===== config.mk =====
export PLATFORM = sky130hd
export DESIGN_NAME = mst_cell
export DESIGN_NICKNAME = d
export VERILOG_FILES = /design/src/sv/mst_pkg.sv /design/src/sv/mst_cell.sv
export SDC_FILE = /design/constraint.sdc
export NUM_CORES = 1
export LEC_CHECK = 0
export BUFFER_PORTS_ARGS = -buffer_cell sky130_fd_sc_hd__buf_4
export CAP_MARGIN = 20
export CORE_ASPECT_RATIO = 0.75
export CORE_UTILIZATION = 37
export DETAILED_ROUTE_END_ITERATION = 8
export HOLD_SLACK_MARGIN = 0.08
export PLACE_DENSITY = 0.84
export SYNTH_ARGS = -nofsm -noshare
export SYNTH_HDL_FRONTEND = slang
export SYNTH_SLANG_ARGS = --single-unit
export TNS_END_PERCENT = 10

===== constraint.sdc =====
create_clock -name clk -period 2.1 [get_ports clk]
set_input_delay 0.105 -clock clk [delete_from_list [all_inputs] [get_ports clk]]
set_output_delay 0.105 -clock clk [all_outputs]
set_load 0.1 [all_outputs]

===== src/sv/mst_pkg.sv =====
// ----------------------------------------------------------------------------
// mst_pkg
// Shared sizes, request and status codes, and the scan token that travels
// along the row of storage cells of the multiset table.
// ----------------------------------------------------------------------------
package mst_pkg;

  localparam int CAPACITY   = 64;
  localparam int ELEM_WIDTH = 32;
  localparam int IDX_W      = $clog2(CAPACITY);
  localparam int CNT_W      = $clog2(CAPACITY + 1);

  typedef enum logic [1:0] {
    REQ_ADD    = 2'd0,
    REQ_REMOVE = 2'd1,
    REQ_SEARCH = 2'd2,
    REQ_COUNT  = 2'd3
  } req_t;

  typedef enum logic [1:0] {
    ST_OK        = 2'd0,
    ST_NOT_FOUND = 2'd1,
    ST_FULL      = 2'd2
  } st_t;

  // One lookup in flight; it steps one cell per cycle.
  typedef struct packed {
    logic                  active;
    req_t                  op;
    logic [ELEM_WIDTH-1:0] value;
    logic                  found;
    logic [CNT_W-1:0]      count;
  } token_t;

endpackage


===== src/sv/mst_cell.sv =====
// ----------------------------------------------------------------------------
// mst_cell
// One storage cell of the table. It holds one element, checks the passing
// scan token against it and hands the token on to the next cell. During a
// removal every cell behind the removed entry moves its element one place
// toward the head of the row.
// ----------------------------------------------------------------------------
module mst_cell import mst_pkg::*; (
  input  logic                  clk,
  input  logic                  rst,
  input  logic                  live,
  input  logic                  wr_en,
  input  logic [ELEM_WIDTH-1:0] wr_data,
  input  token_t                tok_in,
  output token_t                tok_out,
  input  logic [ELEM_WIDTH-1:0] right_data,
  input  logic                  right_shift,
  output logic                  shift,
  output logic [ELEM_WIDTH-1:0] data
);

  logic match;

  assign match = tok_in.active && live && (data == tok_in.value);

  // A removal whose match lay in an earlier cell pulls this element forward.
  assign shift = tok_in.active && (tok_in.op == REQ_REMOVE) && tok_in.found;

  always_ff @(posedge clk) begin
    if (wr_en) begin
      data <= wr_data;
    end else if (right_shift) begin
      data <= right_data;
    end
  end

  always_ff @(posedge clk) begin
    if (rst) begin
      tok_out.active <= 1'b0;
    end else begin
      tok_out.active <= tok_in.active;
    end
    tok_out.op    <= tok_in.op;
    tok_out.value <= tok_in.value;
    tok_out.found <= tok_in.found | match;
    tok_out.count <= tok_in.count + CNT_W'(match);
  end

endmodule


==> results of run 1 <==
## cells in the mapped netlist, types with 2 or more instances
| cell type | number | share of area, % |
|---|---|---|
| sky130_fd_sc_hd__dfxtp_1 | 43 | 32 |
| sky130_fd_sc_hd__mux2_2 | 29 | 12 |
| sky130_fd_sc_hd__xnor2_1 | 18 | 5.9 |
| sky130_fd_sc_hd__edfxtp_1 | 32 | 36 |
| sky130_fd_sc_hd__buf_2 | 3 | 0.56 |
| sky130_fd_sc_hd__ha_1 | 2 | 0.93 |
| sky130_fd_sc_hd__nand4_1 | 4 | 0.93 |
| sky130_fd_sc_hd__nor4_1 | 4 | 0.93 |
| sky130_fd_sc_hd__nand3_1 | 3 | 0.56 |
| sky130_fd_sc_hd__mux2_1 | 3 | 1.3 |
| sky130_fd_sc_hd__xor2_1 | 19 | 6.2 |
| sky130_fd_sc_hd__and3_1 | 2 | 0.46 |
## cells by family after synthesis
kind of cell,synth area share [%]
adder cells (fa/ha/maj),0.929
AND/OR/NAND/NOR,4.69
XOR/XNOR,12.0
AO/OA/AOI/OAI,0.465
flip-flops,67.7
multiplexers,13.4
buffers and inverters,0.836
## stage by stage
step           setup WS (ns)  util [%]
2_1_floorplan         -0.644         -
3_3_place_gp          -0.239      63.0
3_5_place_dp          -0.302      63.0
==> flow_summary.ini, run 1 <==
[die]
std_cell_rows = 26
die_h_um = 75.9
chipWidth_um = 101
starting_density_of_the_core_pct = 38.9
number_of_top_level_design_ports = 188

[outcome]
run.stop_error = [ERROR RSZ-0060] Max buffer count reached.
run_status = did not finish
last-stage-reached = 4_1_cts

[yosys]
synth_seq_area_share_pct = 67.7
synth_cells = 171
yosys_register_bits = 75
async_flop_share_pct = 0
yosysUniqueCellTypes = 21
synth-main-ff-cell = sky130_fd_sc_hd__dfxtp_1
synth_area_per_cell_um2 = 15.7
synth_edf_count = 32
synth_area_um2 = 2690
synth.net_count = 285
synth_warnings = 0

[clock_tree]
ctsResizeCount = 5
cts.sinks = 75
postCtsHoldBufs = 102
post-cts-setup-buffer-count = 3
cts_made_buffers = 9
cts_buffer_depth = 2
cts_root_buf = sky130_fd_sc_hd__clkbuf_8
cts_max_level = 3

[placement]
placer_congestion_estimate = 0.747
placement.cell_area_um2 = 4370
place_hpwl_um = 5660
numPortBuffers = 187
place_inst = 473
==> run 2: changes to the inputs <==
Settings changed: CORE_ASPECT_RATIO 0.75 to unset, CORE_UTILIZATION 37 to 25, HOLD_SLACK_MARGIN 0.08 to unset, PLACE_DENSITY 0.84 to unset, PLACE_DENSITY_LB_ADDON set to 0.15.
Clock period 2.1 ns to 2.7 ns, I/O delays scaled along.
==> run 2 against run 1 <==
The run now ends clean. Synthesized area unchanged. Synthesized cell count unchanged.
==> flow_summary.ini, run 2 <==
[clock_tree]
cts.reportedPaths.clkPinSlew_ns = 0.08
post-cts-setup-buffer-count = 0
cts_made_buffers = 9
clk-insertion-delay-late_ns = 0.34
tritoncts = built
cts_buffer_depth = 2
cts.sinks = 75
cts_max_level = 3
cts_root_buf = sky130_fd_sc_hd__clkbuf_8

[yosys]
synth_cells = 171
synth_area_per_cell_um2 = 15.7
synth_top_area_share_pct = 35.7
synth_most_common_cell = sky130_fd_sc_hd__dfxtp_1
synth-xor-area-share_pct = 12.0
synth.area.mux_share_pct = 13.4
ranking_of_synthesized_cells_by_area = sky130_fd_sc_hd__edfxtp_1, sky130_fd_sc_hd__dfxtp_1, sky130_fd_sc_hd__mux2_2, sky130_fd_sc_hd__xor2_1, sky130_fd_sc_hd__xnor2_1
synth.top_cells.by_count = sky130_fd_sc_hd__dfxtp_1, sky130_fd_sc_hd__edfxtp_1, sky130_fd_sc_hd__mux2_2, sky130_fd_sc_hd__xor2_1, sky130_fd_sc_hd__xnor2_1
synth.net_count = 285
synth_area_um2 = 2690
main_combinational_cell_family_by_area_after_synthesis = multiplexers
async_flop_share_pct = 0
yosys_register_bits = 75
synth_compound_area_share_pct = 0.465
synth_warnings = 0
area_share_of_and_or_nand_nor_cells_after_synthesis_pct = 4.69
synthAdderAreaFrac_pct = 0.929
synth_edf_count = 32
yosysUniqueCellTypes = 21
synth-main-ff-cell = sky130_fd_sc_hd__dfxtp_1
synth_seq_area_share_pct = 67.7
synth_largest_area_cell = sky130_fd_sc_hd__edfxtp_1

[hold_path]
whs_path_depth = 2
timing.hold.worst_endpoint = tok_out[0]
holdCritStartpoint = tok_in[0]
hold_path.class = primary input to register

[placement]
place_worst_setup_slack_ns = 0.220
place_inst = 490
placement.cell_area_um2 = 4260
placer_congestion_estimate = 0.701
place_hpwl_um = 5510
numPortBuffers = 187

[routing]
drt_pre_antenna_iters = 4
dr_iter_0_viols = 46
detail_route.vias_per_cell = 4.04
wl_per_cell_um = 13.8
remaining_drc_errors = 0
route.vias.total = 2216
final_antenna_net_count = 0
totalWireLength_um = 7570

[power_and_ir_drop]
power_frac_seq_pct = 40.1
power.combinational.fraction_pct = 33.7
power.share.clock_pct = 26.2
peakVddDrop_v = 0.000260
power.switching_fraction_pct = 37.9
switching_power_w = 0.00125
powerDensity_nw_per_um2 = 678
power_leakage_nw = 2.17
internal_power_contribution_w = 0.00205

[setup_path]
arrival_ns = 2.67
crit_start_category = primary input
slowest_delay_ns = 0.54
timing.critical_path.cells = dlygate4sd3_1 -> buf_4 -> xor2_1 -> nor4_1 -> nand4_1 -> nor3_2 -> ha_2 -> ha_1 -> and3_1 -> nand3_1 -> xnor2_1
crit_type = primary input to register
worstPathMaxFanout = 2
r2r-start = data[20]
timing.critical_path.required_ns = 2.94
rr_worst_depth = 9
crit_path_end_kind = register
timing.critical_path.max_delay_family = simple AND/OR/NAND/NOR gates
slowest_library_cell_on_the_worst_path = sky130_fd_sc_hd__dlygate4sd3_1
minimum_setup_slack_among_reg_to_reg_paths_ns = 0.33
critPathBufInv = 2
r2r-end = tok_out[6]

[global_routing]
first_global_vias = 2423
grt_max_degree = 34
antenna_found_initial = 0
grt_usage_pct = 13.9
grt_pass1_wl_um = 11700
globalRouteOverflowTotal = 0

[sta]
layout_setup_ws_ns = 0.269
timing.slew.headroom_pct = 45.2
finalCritPeriodShare_pct = 90.0
tightestPinTransition_ns = 0.822
max_slew_vio_count = 0
timing_hold_violations_final = 0
fin_worst_skew_ns = 0.0101
endpoints_failing_setup = 0
finalCriticalPeriod_ns = 2.43
max_clock_freq_mhz = 411
finalSetupTns_ns = 0
rsz0062_at_grt = false

[final_layout]
final_layout_size_suffix_gt1_share_pct = 57.3
sequential_cell_area_um2 = 1820
commonest_non_fill_non_tap_cell_in_the_layout = sky130_fd_sc_hd__buf_4
largest_register_ffs = 43
fillers = 946
top_library_cells_by_usage_in_the_layout_fill_and_taps_aside = sky130_fd_sc_hd__buf_4, sky130_fd_sc_hd__dfxtp_1, sky130_fd_sc_hd__dlygate4sd3_1
diodes = 0
layout_top_registers = tok_out: 43 flops, data: 32 flops
final_layout_net_count = 521
max_flop_register = tok_out
finalInstanceArea_um2 = 4880
area_growth_pct = 81.1
final_cell_count_no_fill = 548
multiInputGateArea_um2 = 856

[die]
core_area_um2 = 10400
number_of_top_level_design_ports = 188
std_cell_rows = 37
die_footprint_um2 = 11200
chipWidth_um = 106
starting_density_of_the_core_pct = 26.0
die_h_um = 106

[outcome]
run_status = complete, no violations

[flow_run]
cap_violations = 0
==> run 2: worst max path at each step <==
stage | start | end | slack [ns] | depth (start not counted)
4_1_cts | tok_in[28] | tok_out[6] | 0.17 | 11
2_1_floorplan | data[2] | tok_out[6] | -0.04 | 9
6_report | tok_in[28] | tok_out[6] | 0.27 | 11
3_3_place_gp | data[20] | tok_out[6] | 0.29 | 9
3_5_place_dp | data[20] | tok_out[6] | 0.22 | 9
5_1_grt | tok_in[21] | tok_out[6] | 0.06 | 11
==> run 2: kinds of logic after synthesis <==
group | Yosys count
simple gates | 19
mux | 32
fa+ha+maj | 2
compound gates | 1
flops | 75
xor+xnor | 37
buf+inv | 5
==> run 2: repair_timing <==
action	in CTS	in global routing
hold buffers	42	0
resized for setup	0	0
hold endpoints to repair	42	0
endpoints found under the setup margin	0	0
==> run 2: cell type report <==
cell class                 count  area share (%)
timing repair buffer         229            37.4
tap                          136            3.49
inverter                       1          0.0770
multi-input combinational     91            17.6
clock inverter                 3           0.385
sequential                    75            37.4
clock buffer                  13            3.72
==> run 2: through the flow <==
step / hold slack, ns / utilization [%] / power (W)
2_1_floorplan: 0.163 / - / 0.00212
3_3_place_gp: 0.250 / 41.0 / 0.00243
3_5_place_dp: 0.250 / 41.0 / 0.00243
4_1_cts: 0.0245 / 47.0 / 0.00336
5_1_grt: 0.0197 / 47.0 / 0.00345
6_report: 0.0430 / 47.0 / 0.00331
==> run 2: routing by layer <==
layer | share of wire (%) | global-route usage [%]
met5 | 0 | 0
met4 | 1.7 | 6.55
met3 | 8.5 | 4.58
met2 | 50 | 24.7
met1 | 39 | 14.9
==> run 2: power by group through the flow <==
stage | Sequential (W) | Clock (W) | Combinational (W)
after global routing | 0.00134 | 0.000955 | 0.00116
after floorplan | 0.00199 | 0 | 0.000123
after global placement | 0.00135 | 0 | 0.00108
after CTS | 0.00133 | 0.000909 | 0.00112
after detailed placement | 0.00135 | 0 | 0.00107
final | 0.00133 | 0.000865 | 0.00112
Note: power is estimated with default switching activity, not from simulation.
==> run 3: changes to the inputs <==
Settings changed: CORE_UTILIZATION 25 to 41.
==> run 3 against run 2 <==
Non-clock buffer count fell by 2. Clock skew is 0.0025 ns lower. Utilization up 28 points. Clock power decreased by 19%. Die area shrank 38%. Fmax grew 0.39%. Setup slack improved by 0.0096 ns. Design area fell by 2.8%. Combinational power about the same. Critical path type unchanged. Largest power group unchanged.
==> flow_summary.ini, run 3 (synthesized netlist as in run 2, its figures left out) <==
[final_layout]
diodes = 0
largest_register_ffs = 43
area_growth_pct = 75.9
top_library_cells_by_usage_in_the_layout_fill_and_taps_aside = sky130_fd_sc_hd__buf_4, sky130_fd_sc_hd__dfxtp_1, sky130_fd_sc_hd__dlygate4sd3_1
final_layout_net_count = 519
layout_top_registers = tok_out: 43 flops, data: 32 flops
final_layout_size_suffix_gt1_share_pct = 57.3
max_flop_register = tok_out
commonest_non_fill_non_tap_cell_in_the_layout = sky130_fd_sc_hd__buf_4
final_cell_count_no_fill = 487
postLayoutCoreUtil_pct = 74.6

[die]
number_of_top_level_design_ports = 188
chipWidth_um = 83.0
die_h_um = 83.0
starting_density_of_the_core_pct = 42.4
std_cell_rows = 29
die_footprint_um2 = 6900
core_area_um2 = 6350

[routing]
route.vias.total = 2254
remaining_drc_errors = 0
totalWireLength_um = 7230
final_antenna_net_count = 0
dr_iter_0_viols = 34
wl_per_cell_um = 14.8
detail_route.vias_per_cell = 4.63
drt_pre_antenna_iters = 4

[setup_path]
slowest_delay_ns = 0.56
worst_path_most_repeated_cell = sky130_fd_sc_hd__xnor2_1
slowest_library_cell_on_the_worst_path = sky130_fd_sc_hd__dlygate4sd3_1
crit_start_category = primary input
arrival_ns = 2.65
critPathBufInv = 2
crit_path_end_kind = register
crit_type = primary input to register
timing.critical_path.cells = dlygate4sd3_1 -> buf_4 -> xnor2_1 -> nand4_1 -> or4_4 -> nor3_2 -> ha_2 -> ha_1 -> and3_1 -> nand3_1 -> xnor2_1
minimum_setup_slack_among_reg_to_reg_paths_ns = 0.32
timing.critical_path.required_ns = 2.93
worstPathMaxFanout = 2
timing.critical_path.max_delay_family = simple AND/OR/NAND/NOR gates

[power_and_ir_drop]
switching_power_w = 0.00121
power_leakage_nw = 2.14
power_frac_seq_pct = 42.3
internal_power_contribution_w = 0.00194
power.share.clock_pct = 22.3
powerDensity_nw_per_um2 = 664
report.power.total_w = 0.00315
power.combinational.fraction_pct = 35.4
peakVddDrop_v = 0.000427
power.switching_fraction_pct = 38.5

[global_routing]
grt_usage_pct = 21.7
grt_max_degree = 34
grt_pass1_wl_um = 11500
globalRouteOverflowTotal = 0
first_global_vias = 2434
antenna_found_initial = 0

[sta]
max_slew_vio_count = 0
layout_setup_ws_ns = 0.278
finalSetupTns_ns = 0
fin_worst_skew_ns = 0.00755
max_clock_freq_mhz = 413
finalCriticalPeriod_ns = 2.42
timing_hold_violations_final = 0
endpoints_failing_setup = 0
tightestPinTransition_ns = 0.762
timing.slew.headroom_pct = 49.2
finalCritPeriodShare_pct = 89.7
rsz0062_at_grt = false

[flow_run]
cap_violations = 0

[clock_tree]
tritoncts = built
cts_root_buf = sky130_fd_sc_hd__clkbuf_8
ctsResizeCount = 0
cts_made_buffers = 9
cts_buffer_depth = 2
cts.sinks = 75
cts.reportedPaths.clkPinSlew_ns = 0.07
clk-insertion-delay-late_ns = 0.33
cts_max_level = 3
post-cts-setup-buffer-count = 0

[placement]
place_hpwl_um = 5230
place_inst = 431
numPortBuffers = 187
place_worst_setup_slack_ns = 0.335
placer_congestion_estimate = 0.764

[outcome]
run_status = complete, no violations

[hold_path]
hold_path.class = primary input to register
==> run 3: timing repair <==
| action | 4_1_cts | 5_1_grt |
|---|---|---|
| hold endpoints to repair | 40 | 0 |
| endpoints found under the setup margin | 0 | 0 |
| hold buffers | 40 | 0 |
==> run 3: power groups by stage <==
stage / combinational (W) / clock (W) / sequential (W)
floorplan: 0.000123 / 0 / 0.00199
global placement: 0.00107 / 0 / 0.00135
detailed placement: 0.00107 / 0 / 0.00135
CTS: 0.00112 / 0.000728 / 0.00133
global route: 0.00115 / 0.000789 / 0.00134
finish: 0.00111 / 0.000702 / 0.00133
==> run 3: worst reg2reg max path, cell delays in order (launching register included) <==
cell	delay [ns]
sky130_fd_sc_hd__edfxtp_1	0.42
sky130_fd_sc_hd__xnor2_1	0.21
sky130_fd_sc_hd__nand4_1	0.13
sky130_fd_sc_hd__or4_4	0.56
sky130_fd_sc_hd__nor3_2	0.15
sky130_fd_sc_hd__ha_2	0.21
sky130_fd_sc_hd__ha_1	0.17
sky130_fd_sc_hd__and3_1	0.20
sky130_fd_sc_hd__nand3_1	0.10
sky130_fd_sc_hd__xnor2_1	0.13
==> run 3: final timing paths <==
path	end	cells past startpoint	from
max	tok_out[6]	11	tok_in[35]
min	tok_out[7]	3	tok_in[7]
min reg2reg	tok_out[7]	4	data[28]
max reg2reg	tok_out[6]	9	data[27]
==> run 3: per-stage QoR <==
step / cell area, um2 / hold WS [ns]
after detailed placement: 4180 / 0.255
after CTS: 4740 / 0.00555
final: 4740 / 0.0160
after global routing: 4740 / 0.00856
after floorplan: 2700 / 0.163
after global placement: 4180 / 0.251
==> run 3: area by class of cell <==
type | count | area (um2)
clock buffer | 12 | 135
clock inverter | 4 | 20.0
fill | 440 | 1610
inverter | 1 | 3.75
multi-input combinational | 91 | 856
sequential | 75 | 1820
tap | 77 | 96.3
timing repair buffer | 227 | 1800
==> run 3: layer usage <==
metal	GRT usage, %	share of wire [%]	vias to the layer above
met5	0	0	-
met4	10.5	2.8	0
met3	6.16	6.9	18
met2	38.9	53	110
met1	23.5	38	1047
li1	-	-	1079
